**config.mk**
```make
export PLATFORM = sky130hd
export DESIGN_NAME = dssd_serializer_flat
export DESIGN_NICKNAME = d
export VERILOG_FILES = /design/src/decimal_seven_segment_shift_driver_defines.svh /design/src/dssd_pkg.sv /design/src/dssd_if.sv /design/src/dssd_serializer.sv /design/src/flat_wrapper.sv
export SDC_FILE = /design/constraint.sdc
export NUM_CORES = 1
export LEC_CHECK = 0
export ABC_AREA = 1
export BUFFER_PORTS_ARGS = -buffer_cell sky130_fd_sc_hd__buf_2
export CELL_PAD_IN_SITES_DETAIL_PLACEMENT = 0
export CELL_PAD_IN_SITES_GLOBAL_PLACEMENT = 1
export CORE_MARGIN = 2
export CORE_UTILIZATION = 45
export CTS_BUF_LIST = sky130_fd_sc_hd__clkbuf_4
export DETAILED_ROUTE_END_ITERATION = 8
export MAX_ROUTING_LAYER = met4
export PLACE_DENSITY_LB_ADDON = 0.1
export SKIP_LAST_GASP = 1
export SYNTH_ARGS = -nofsm -noshare
export SYNTH_HDL_FRONTEND = slang
export SYNTH_SLANG_ARGS = --single-unit
```
**constraint.sdc**
```tcl
create_clock -name clock -period 9.7 [get_ports clock]
set_clock_uncertainty 0.15 [all_clocks]
set_input_delay 0.485 -clock clock [delete_from_list [all_inputs] [get_ports clock]]
set_output_delay 0.485 -clock clock [all_outputs]
set_load 0.02 [all_outputs]
```
**src/decimal_seven_segment_shift_driver_defines.svh**
```systemverilog
// Assertion macros for the decimal seven-segment shift driver.
// Depends on nothing; included by the top level only.
`ifndef DECIMAL_SEVEN_SEGMENT_SHIFT_DRIVER_DEFINES_SVH
`define DECIMAL_SEVEN_SEGMENT_SHIFT_DRIVER_DEFINES_SVH

// Same-cycle implication, checked while out of reset.
`define DSSD_ASSERT_IMPL(label, clk, rst, cond, prop) \
   label: assert property (@(posedge clk) disable iff (rst) (cond) |-> (prop)) \
      else $error("same-cycle check failed");

// Next-cycle implication, checked while out of reset.
`define DSSD_ASSERT_NEXT(label, clk, rst, cond, prop) \
   label: assert property (@(posedge clk) disable iff (rst) (cond) |=> (prop)) \
      else $error("next-cycle check failed");

`endif

```
**src/dssd_pkg.sv**
```systemverilog
// Shared constants and the segment table of the decimal seven-segment shift driver.
// Depends on nothing.
package dssd_pkg;

   localparam int VALUE_WIDTH = 27;
   localparam int QUOT_WIDTH  = 24;   // quotient of a 27-bit value by ten
   localparam int CODE_WIDTH  = 8;
   localparam int POS_WIDTH   = 3;
   localparam int PROD_WIDTH  = 2 * VALUE_WIDTH;
   localparam int MAGIC_SHIFT = 30;

   // ceil(2^30 / 10); exact floor division for every 27-bit value
   localparam logic [VALUE_WIDTH-1:0] DIV10_MAGIC = 27'h6666667;

   localparam logic [POS_WIDTH-1:0] LAST_BIT = 3'd7;

   // active-low segment codes, bit 0 goes out first
   function automatic logic [CODE_WIDTH-1:0] seg_code(input logic [3:0] digit);
      logic [CODE_WIDTH-1:0] code;
      unique case (digit)
         4'd0:    code = 8'h03;
         4'd1:    code = 8'h9F;
         4'd2:    code = 8'h25;
         4'd3:    code = 8'h0D;
         4'd4:    code = 8'h99;
         4'd5:    code = 8'h49;
         4'd6:    code = 8'h41;
         4'd7:    code = 8'h1F;
         4'd8:    code = 8'h01;
         4'd9:    code = 8'h09;
         default: code = 8'hFF;
      endcase
      return code;
   endfunction

endpackage

```
**src/dssd_if.sv**
```systemverilog


interface dssd_rsp_if;
   import dssd_pkg::*;
   logic                 valid;
   logic                 ready;
   logic                 seg_bit;
   logic                 latch_pulse;
   logic [POS_WIDTH-1:0] digit_pos;
   logic                 last;

   modport source (output valid, output seg_bit, output latch_pulse, output digit_pos,
                   output last, input ready);
   modport sink   (input valid, input seg_bit, input latch_pulse, input digit_pos,
                   input last, output ready);
endinterface

```
**src/dssd_serializer.sv**
```systemverilog
// Serializer: shifts the segment codes out one bit per transfer with digit marks.
// Depends on dssd_pkg and dssd_rsp_if.
module dssd_serializer #(
   parameter int DIGIT_COUNT = 8
) (
   input  logic                                        clock,
   input  logic                                        reset,
   input  logic                                        in_valid,
   output logic                                        in_ready,
   input  logic [DIGIT_COUNT*dssd_pkg::CODE_WIDTH-1:0] in_codes,
   dssd_rsp_if.source                                  rsp
);
   import dssd_pkg::*;

   localparam int CW = DIGIT_COUNT * CODE_WIDTH;
   localparam logic [POS_WIDTH-1:0] LAST_DIGIT = POS_WIDTH'(DIGIT_COUNT - 1);

   logic                 busy_ff, busy_in;
   logic [CW-1:0]        shift_ff, shift_in;
   logic [POS_WIDTH-1:0] bit_ff, bit_in;
   logic [POS_WIDTH-1:0] digit_ff, digit_in;
   logic                 end_digit, end_num, xfer, load;

   always_comb begin
      end_digit = (bit_ff == LAST_BIT);
      end_num   = end_digit && (digit_ff == LAST_DIGIT);
      xfer      = busy_ff && rsp.ready;
      in_ready  = !busy_ff || (xfer && end_num);
      load      = in_ready && in_valid;

      busy_in  = busy_ff;
      shift_in = shift_ff;
      bit_in   = bit_ff;
      digit_in = digit_ff;
      priority if (load) begin
         busy_in  = 1'b1;
         shift_in = in_codes;
         bit_in   = '0;
         digit_in = '0;
      end else if (xfer) begin
         shift_in = {1'b0, shift_ff[CW-1:1]};
         bit_in   = bit_ff + 3'd1;
         if (end_digit) begin
            digit_in = digit_ff + 3'd1;
         end
         if (end_num) begin
            busy_in = 1'b0;
         end
      end
   end

   always_ff @(posedge clock) begin
      if (reset) begin
         busy_ff  <= 1'b0;
         bit_ff   <= '0;
         digit_ff <= '0;
      end else begin
         busy_ff  <= busy_in;
         bit_ff   <= bit_in;
         digit_ff <= digit_in;
      end
   end

   always_ff @(posedge clock) begin
      shift_ff <= shift_in;
   end

   assign rsp.valid       = busy_ff;
   assign rsp.seg_bit     = shift_ff[0];
   assign rsp.latch_pulse = end_digit;
   assign rsp.digit_pos   = digit_ff;
   assign rsp.last        = end_num;
endmodule

```
**src/flat_wrapper.sv**
```systemverilog
// flat-port wrapper written by rule: the top's interface ports become plain ports
module dssd_serializer_flat import dssd_pkg::*;
#(
   parameter int DIGIT_COUNT = 8
)
  (clock, reset, in_valid, in_ready, in_codes, rsp_valid, rsp_seg_bit, rsp_latch_pulse, rsp_digit_pos, rsp_last, rsp_ready);
  dssd_rsp_if rsp_i ();
  input  logic clock;
  input  logic reset;
  input  logic in_valid;
  output logic in_ready;
  input  logic [DIGIT_COUNT*dssd_pkg::CODE_WIDTH-1:0] in_codes;
  output wire logic [$bits(rsp_i.valid)-1:0] rsp_valid;
  output wire logic [$bits(rsp_i.seg_bit)-1:0] rsp_seg_bit;
  output wire logic [$bits(rsp_i.latch_pulse)-1:0] rsp_latch_pulse;
  output wire logic [$bits(rsp_i.digit_pos)-1:0] rsp_digit_pos;
  output wire logic [$bits(rsp_i.last)-1:0] rsp_last;
  input wire logic [$bits(rsp_i.ready)-1:0] rsp_ready;
  assign rsp_valid = rsp_i.valid;
  assign rsp_seg_bit = rsp_i.seg_bit;
  assign rsp_latch_pulse = rsp_i.latch_pulse;
  assign rsp_digit_pos = rsp_i.digit_pos;
  assign rsp_last = rsp_i.last;
  assign rsp_i.ready = rsp_ready;
  dssd_serializer #(.DIGIT_COUNT(DIGIT_COUNT)) u_core (.clock(clock), .reset(reset), .in_valid(in_valid), .in_ready(in_ready), .in_codes(in_codes), .rsp(rsp_i));
endmodule
```
# Yosys cells after proc, flatten, opt, wreduce, memory -nomap -nowiden
# Cells that the tools add are included.
# classes
addsub	2
mul	0
div	0
n_lt_le_gt_ge	0
n_eq_ne	2
n_shift	0
muxes	5
bitwise	0
n_reduce_logical	11
# op_table
op	n
$mux W64	2
$add A3 B1 Y3 const B	2
$eq A3 B3 Y1 const B	2
$logic_and A1 B1 Y1	4
$reduce_and A2 Y1	2
$reduce_bool A2 Y1	2
$mux W1	3
$reduce_or A2 Y1	1
$logic_not A1 Y1	1
$logic_or A1 B1 Y1	1
# totals
ff_bits	71
latchBits	0
ram_bits	0
mem_bits_ro	0
input_bits	68
out_inout_bits	8
elab_cells	24
mem_count	0

# Depth between registers and ports, before layout
# Gate-level depths: netlist (run 1).
# depth
ltp_word	7
ltp_mapped	9
ltp_nobuf	7

# Worst setup path before layout (run 1)
# No wires, ideal clock.
# synth_path
kind	input-to-reg
start	in in_valid
end	reg u_core.shift_ff[0] (enable)
setup_time_ps	574
arrival_ps	5211
t_required_ps	8976
path_slack_ps	3764
path_stages	3
path_buffers	1
cell_sequence	buf_2 -> inv_1 -> o21ai_0
# synth_via
elab_chain_cells	2
# synth_lines
item	line_no	rtl
from (decl)	flat_wrapper.sv:10	input logic in_valid;
$logic_and A1 B1 Y1	dssd_serializer.sv:29	load = in_ready && in_valid;
$reduce_bool A2 Y1 (no line)	--	
to (signal assigned)	dssd_serializer.sv:65	shift_ff <= shift_in;
to (decl)	dssd_serializer.sv:19	logic [CW-1:0] shift_ff, shift_in;
# Every way passes these cells.
# A chain may end at the register's enable or synchronous reset.

# Worst setup path in the final report (run 1)
# layout_path
start	reg u_core.bit_ff[0]
end	out in_ready
# layout_via
elab_chain_cells	4
# layout_lines
item	line_no	rtl
from (decl)	dssd_serializer.sv:20	logic [POS_WIDTH-1:0] bit_ff, bit_in;
from (signal assigned)	dssd_serializer.sv:59	bit_ff <= bit_in;
$eq A3 B3 Y1	dssd_serializer.sv:25	end_digit = (bit_ff == LAST_BIT);
$logic_and A1 B1 Y1	dssd_serializer.sv:26	end_num = end_digit && (digit_ff == LAST_DIGIT);
$logic_and A1 B1 Y1	dssd_serializer.sv:28	in_ready = !busy_ff || (xfer && end_num);
$logic_or A1 B1 Y1	dssd_serializer.sv:28	
to (decl)	flat_wrapper.sv:11	output logic in_ready;
# Every way passes these cells.

==> flow_results.org, run 1 <==
** Layout
- Cell Count, Final, Fillers Out :: 495
- Ratio of cells with drive above 1 in the final layout :: 24.56%
- Compared with the post-synthesis result, the final layout area differs by 18.01%.
- 0 antenna diodes ended up in the layout.
- For this run, the post-layout net count is 466.
- Final design area excluding fillers :: 3821 um2
- Fill cells in the final layout number 663.

** Global route
- Global routing used 3.078% of the available met3 tracks.
- Wire length of the first global-routing pass :: 9804 um
- Global routing used 23.66% of the available met1 tracks.
- Across every metal layer, demand over resource in global routing totals 17.09%.
- Number of global-route vias before repair :: 2133
- Number of antenna violations at the first check in global routing :: 0
- Grt total ovfl :: 0
- Pin count of the biggest net entering global routing :: 66
- met2 is the most crowded layer.
- For this run, global-route usage on met2 was measured as 24.69%.

** Die
- Measured along the y axis, the die boundary spans 88.83 um.
- Std-Cell Rows :: 30
- Once the floorplan was initialized, standard cells occupied 47.14% of the core.
- Placeable Area :: 6869 um2
- I/O pin count :: 76
- Area enclosed by the die boundary :: 7891 um2
- Measured along the x axis, the die boundary spans 88.83 um.

** Clocking
- The number of gates resized after CTS was 0.
- Root cell of the clock tree :: clkbuf_4
- Clock Latency Late Sink :: 0.39 ns
- Clock buffer count from CTS :: 9
- Buffer depth of the longest clock path :: 2
- The H-tree generated during clock tree synthesis spans 3 levels.
- In this run, post-CTS hold repair placed 0 buffers.
- After clock tree synthesis, the clock-pin slew on the worst setup and hold paths is 0.11 ns.
- Post-CTS Setup Bufs :: 0
- Clock tree synthesis found a total of 71 sinks.
- TritonCTS clock tree :: done

** STA
- In the finished design, the share of the clock period the worst path needs comes to 28.97%.
- Crit path time final :: 2.810 ns
- The final number of hold-violating endpoints was 0.
- Count of pins over their slew limit :: 0
- Based on the critical path, the design can be clocked at up to 355.8 MHz.
- In this run the tightest slew margin relative to its limit is 21.05%.
- Summed over all failing endpoints, the final setup total negative slack is 0 ns.
- Worst path setup slack after routing :: 6.890 ns
- RSZ-0062 raised after global routing :: false
- Measured slew at the worst slew-check pin :: 1.180 ns
- Setup violations remaining at the end of the flow were counted as 0.

** Placement
- Detailed placement finished with a half-perimeter wire length of 3823 um.
- Final weighted congestion in routability-driven placement :: 0.7567
- Placed instance count :: 479
- Worst slack, placed :: 6.548 ns
- Port Buffers :: 75
- After detailed placement, the total cell area comes to 3613 um2.

** Drt
- DRC Markers :: 0
- Average via count per standard cell :: 4.788
- The detail route stage leaves a number of antenna-violating nets equal to 0.
- Overall via count from detail_route :: 2370
- After detailed routing, the total wire length is 6246 um.
- Detailed Route Iter0 Violations :: 231
- Number of detailed-route iterations in the first pass :: 4
- In the final routed layout, each cell accounts on average for 12.62 um.

** Yosys
- Yosys mapped a number of flops with a built-in enable equal to 64.
- Main flop type after synthesis :: edfxtp_1
- After synthesis the netlist holds a flip-flop and latch count of 71.
- Area of the mapped netlist :: 3238 um2
- The share of the Yosys chip area taken by registers is 63.68%.
- Total nets after synthesis :: 400
- In the synthesized netlist, the number of instances is 328.
- Fraction of registers with async set or reset after synthesis :: 0%
- Warnings, synthesis :: 0
- Average instance area after synthesis :: 9.872 um2
- Distinct cell type count of the synthesized netlist :: 17

** Power and ir drop
- For this design the ratio of total power to cell area is 187.6 nW/um2.
- VDD sags by at most 0.07365 mV.
- Total power draw :: 717.0 uW
- Total leakage power :: 1.794 nW

** Min path
- The worst hold path passes through 2 cells.
- Path class of the lowest-slack min-delay path :: input port to flip-flop
- Start point of the worst hold path :: reset
- Hold Path Sink :: u_core.rsp.valid

** Worst setup path
- Of all nets on the critical path, the largest fanout is 65.
- Arrival time worst endpoint :: 2.18 ns
- Minimum setup slack among reg-to-reg paths :: 7.10 ns
- The worst setup path is launched from a flip-flop.
- Endpoint of the worst-slack reg-to-reg timing path :: u_core.rsp.digit_pos[1]
- Category of the most critical setup path :: flip-flop to output pin
- Startpoint of the worst register-to-register path :: u_core.bit_ff[0]
- STA puts the critical path data required time at 9.07 ns.
- The worst setup path is captured at an output pin.
- The worst register-to-register path has a depth of 7.

** Job
- The tool flagged a number of max-cap violations equal to 0.

** Status
- The run finished with clean final reports.
-- report_power, final --
| group | switching (mW) | total, mW | leakage [nW] | internal [mW] |
|---|---|---|---|---|
| Clock | 0.102 | 0.261 | 0.107 | 0.159 |
| Combinational | 0.0487 | 0.0763 | 1.00 | 0.0276 |
| Sequential | 0.00823 | 0.380 | 0.686 | 0.372 |
-- cell usage in the layout (no fill, tap or decap), types with 4 or more instances in the layout --
cell and n:
dfxtp_1 7, edfxtp_1 64, buf_2 75, clkbuf_4 10
inv_1 9, nand2_1 139, bufinv_16 4, nand3_1 66
ha_1 4, nor2_1 7
-- cell families (layout without fill, tap and decap cells) --
logic type / count (synthesis) / after routing / synth area share, %
xor+xnor: 1 / 1 / 0.2705
flops: 71 / 71 / 63.68
buf+inv: 32 / 103 / 5.950
simple gates: 218 / 218 / 28.25
fa+ha+maj: 4 / 4 / 1.546
compound gates: 2 / 2 / 0.3088
-- critical path, cell delays in order, from the launching register on --
cell,delay [ns]
dfxtp_1,0.37
ha_1,0.16
ha_1,0.29
nand3_2,0.10
nand2_2,0.08
buf_4,0.50
buf_2,0.28
-- per-stage QoR --
stage               hold slack [ns]  util [%]
detailed placement           0.3462     52.60
global placement             0.3426     52.60
floorplan                    0.3374         -
CTS                         0.08929     55.63
finish                       0.1169     55.63
global route                0.09419     55.63
-- worst max path at each step --
stage | start | end | slack (ns) | cells after the start
floorplan | in_valid | u_core.shift_ff[0] | 3.76 | 3
global placement | in_valid | u_core.shift_ff[48] | 6.62 | 5
detailed placement | in_valid | u_core.shift_ff[49] | 6.55 | 5
CTS | u_core.bit_ff[0] | in_ready | 6.82 | 6
global route | u_core.bit_ff[0] | in_ready | 6.68 | 6
finish | u_core.bit_ff[0] | in_ready | 6.89 | 6
-- synthesized netlist by cell type, types with 3 or more instances --
library cell	instances	area share (%)
nand4_1	3	0.58
nand3_1	66	10
buf_6	5	1.7
dfxtp_1	7	4.3
nand2_1	141	16
clkbuf_1	3	0.35
buf_2	4	0.62
nor2_1	7	0.81
inv_1	9	1.0
buf_1	3	0.35
edfxtp_1	64	59
buf_4	8	1.9
ha_1	4	1.5
-- area by class of cell --
| type | instances | area [um2] | share of cell area [%] |
|---|---|---|---|
| flip-flops and latches | 71 | 2062 | 53.96 |
| clock inverters | 6 | 132.6 | 3.471 |
| well taps | 96 | 120.1 | 3.143 |
| clock buffers | 10 | 75.07 | 1.965 |
| inverters | 9 | 33.78 | 0.8841 |
| multi-input cells | 225 | 999.7 | 26.16 |
| repair buffers | 78 | 397.9 | 10.41 |
-- routing by layer --
layer  part of all wire (%)  vias to the layer above
met4                   0.85                        0
met2                     46                       55
met1                     49                     1074
met5                      0                        -
met3                    4.6                        4
li1                       -                     1237
-- state kept, by name (all words and copies together), names as in the netlist --
register              cells
u_core.rsp.valid          1
u_core.bit_ff             3
u_core.shift_ff          64
u_core.rsp.digit_pos      3
Note: power is estimated with default switching activity, not from simulation.
==> inputs of run 2 (changes only) <==
- ABC_AREA: 1 -> 0
- CORE_UTILIZATION: 45 -> 41
- clock period: 9.7 -> 2.3 ns (I/O delays scaled with it)
==> flow_results.org, run 2 <==
** Layout
- The library cells used most frequently in the layout, excluding fill and tap cells, are 75 x buf_2, 66 x dlygate4sd3_1, 64 x edfxtp_1.
- Of the cells placed in the final design, the portion with a size suffix greater than 1 is 48.29%.
- For this run, the share of the core covered by cells in the final layout is 60.87%.
- The area growth from synthesis to layout is 44.91%.
- The finished cells cover 4368 um2.
- The final layout contains 388 nets.
- u_core.shift_ff holds more flip-flops than any other register.
- Flip-flop count of the largest register after layout :: 64
- Most common cell after layout, fill and taps aside :: buf_2
- After the flow finishes, the layout carries non-filler instances totaling 420.
- Antenna fix cells :: 0

** Power and ir drop
- Power Density :: 657.1 nW/um2
- Overall power consumption after layout is estimated at 2.870 mW.
- Worst IR Drop VDD :: 0.3937 mV
- In this run the static leakage power is 1.732 nW.

** Die
- The die is 89.74 um wide.
- Std-Cell Rows :: 31
- In this run the standard cell core region covers 7176 um2.
- For this configuration, the core starts out at a cell density of 42.01%.
- I/O pin count :: 76
- Area enclosed by the die boundary :: 8053 um2
- Die height :: 89.74 um

** Yosys
- Main flop type after synthesis :: edfxtp_1
- Cell with the most instances after synthesis :: edfxtp_1
- Cell types occupying the most area after synthesis :: edfxtp_1 64%, mux2_2 22%, dfxtp_1 4.6%
- Warnings, synthesis :: 0
- Synthesis handed over a netlist of 167 instances.
- Total nets after synthesis :: 239
- Distinct cell type count of the synthesized netlist :: 16
- Area of the mapped netlist :: 3014 um2
- Of all cell types, the one taking the most synthesized area is edfxtp_1.
- Share of the yosys chip area belonging to registers :: 68.41%
- Counting flops and latches in the post-synthesis netlist gives 71.
- Post-synth EDFFs :: 64
- Sorting the synthesized cells by how often they occur yields 64 x edfxtp_1, 58 x mux2_2, 7 x buf_4, 7 x dfxtp_1, 6 x nor3_1.
- Area fraction of the dominant cell type after synthesis :: 63.76%
- For this run, asynchronously set or reset flops after synthesis account for 0%.
- Average instance area after synthesis :: 18.05 um2

** Drt
- In this run, the number of DRC markers left after iteration 0 of detailed routing was 45.
- Dividing the detail-routed wire length by the instance count gives 13.13 um.
- The pre-antenna-repair detailed-routing pass consisted of 4 iterations.
- Post-DRT Antenna Nets :: 0
- DRC Markers :: 0
- The routed layout has 1897 vias.
- Total routed wirelength :: 5515 um
- Average via count per standard cell :: 4.517

** Placement
- Port buffering added 75 buffers.
- Routability-driven placement finished with a final weighted congestion of 0.7427.
- Worst slack, placed :: 0.1631 ns
- Once placement completed, the tool counted placed cells totaling 338.
- Post-DP HPWL :: 3147 um
- Summing all placed instances gives a cell area of 3547 um2.

** Clocking
- TritonCTS built the clock tree.
- Buffer depth of the longest clock path :: 2
- Clock tree synthesis inserted a total of 9 buffers.
- The H-tree generated during clock tree synthesis spans 3 levels.
- Post-CTS Setup Bufs :: 0
- CTS saw 71 sinks.
- Clock Latency Late Sink :: 0.39 ns
- After clock tree synthesis, the clock-pin slew on the worst setup and hold paths is 0.11 ns.
- Root cell of the clock tree :: clkbuf_4

** STA
- Final period util :: 94.08%
- RSZ-0062 raised after global routing :: false
- Final total negative setup slack :: 0 ns
- Based on the critical path, the design can be clocked at up to 462.1 MHz.
- In this run the tightest slew margin relative to its limit is 77.99%.
- The final number of hold-violating endpoints is 0.
- Worst path setup slack after routing :: 0.1362 ns
- Measured slew at the worst slew-check pin :: 0.3301 ns
- Crit path time final :: 2.164 ns
- Across all hold checks on the routed design, the worst slack comes to 0.1112 ns.
- Setup violations remaining at the end of the flow were counted as 0.
- Count of pins over their slew limit :: 0

** Worst setup path
- Critical Path End Type :: flip-flop
- Maximum fanout encountered on the critical timing path :: 38
- STA puts the critical path data required time at 2.30 ns.
- Arrival time worst endpoint :: 2.16 ns
- The worst setup path is of the flip-flop to flip-flop kind.
- The cell family contributing the most delay on the critical path is adder cells.
- Traced cell by cell, the critical path runs through ha_1 > ha_1 > nand3_1 > a21oi_4 > buf_12 > mux2_2.
- Sum of buffers and inverters on the critical path :: 1
- Among the stages of the critical path, the cell type that occurs most often is ha_1.
- The worst setup path is launched from a flip-flop.
- On the worst path, the slowest cell contributes a delay of 0.36 ns.
- The largest individual stage delay along the critical path comes from the cell dfxtp_1.

** Global route
- In the global route stage, overall resource usage came out at 15.06%.
- Summed over all layers, the global routing overflow is 0.
- The number of global-route vias before repair was 1936.
- Wire length of the first global-routing pass :: 9301 um
- Entering global routing, the biggest net connects 40 pins.
- Number of antenna violations at the first check in global routing :: 0

** Job
- Number of max-capacitance violations reported :: 0

** Min path
- In this run the worst hold path is classified as input port to flip-flop.

** Status
- Status :: finished, final reports clean
[run 2: cell types whose count changed after synthesis, moves of 5 or more]
cell and delta:
mux2_2 +58, nor2_1 -7, nor3_1 +6, nand3_1 -64
nand2_1 -139, buf_6 -5, inv_1 -8, mux2_1 +5
[run 2: final timing paths]
path / startpoint / to / slack (ns) / cells after the start
setup / recovery: u_core.bit_ff[0] / u_core.shift_ff[42] / 0.14 / 6
setup reg to reg: u_core.bit_ff[0] / u_core.shift_ff[42] / 0.14 / 6
hold / removal: rsp_ready / u_core.rsp.digit_pos[0] / 0.11 / 4
hold reg to reg: u_core.bit_ff[1] / u_core.bit_ff[1] / 0.39 / 2
[run 2: layer usage]
metal | routed length [um] | global-route usage [%]
met1 | 2709 | 19.68
met2 | 2493 | 22.60
met3 | 248 | 3.185
met4 | 64 | 7.308
met5 | 0 | -
[run 2: cell families after synthesis]
kind of cell | after synthesis | synth area share [%]
simple gates | 12 | 1.993
mux | 67 | 24.87
flops | 71 | 68.41
fa+ha+maj | 4 | 1.661
buf+inv | 8 | 1.868
compound gates | 3 | 0.6224
xor+xnor | 2 | 0.5813
[run 2: report_power, final]
group          internal [mW]  switching (mW)
Sequential              1.56          0.0300
Clock                  0.449           0.434
Combinational          0.248           0.146
[run 2: worst min-delay path: cells and delay by family]
family / cells / cell delay, ns
XOR/XNOR: 1 / 0.18
buffers and inverters: 1 / 0.10
AND/OR/NAND/NOR: 2 / 0.22
[run 2: timing repair]
item	in CTS	in global routing
hold buffers	66	0
gates resized for setup	0	0
endpoints found under the hold margin	71	0
[run 2: cell type report]
type,instances,area (um2)
Fill cell,568,2808
Sequential cell,71,2062
Timing Repair Buffer,145,1104
Multi-Input combinational cell,88,914.6
Tap cell,99,123.9
Clock inverter,6,85.08
Clock buffer,10,75.07
Inverter,1,3.754
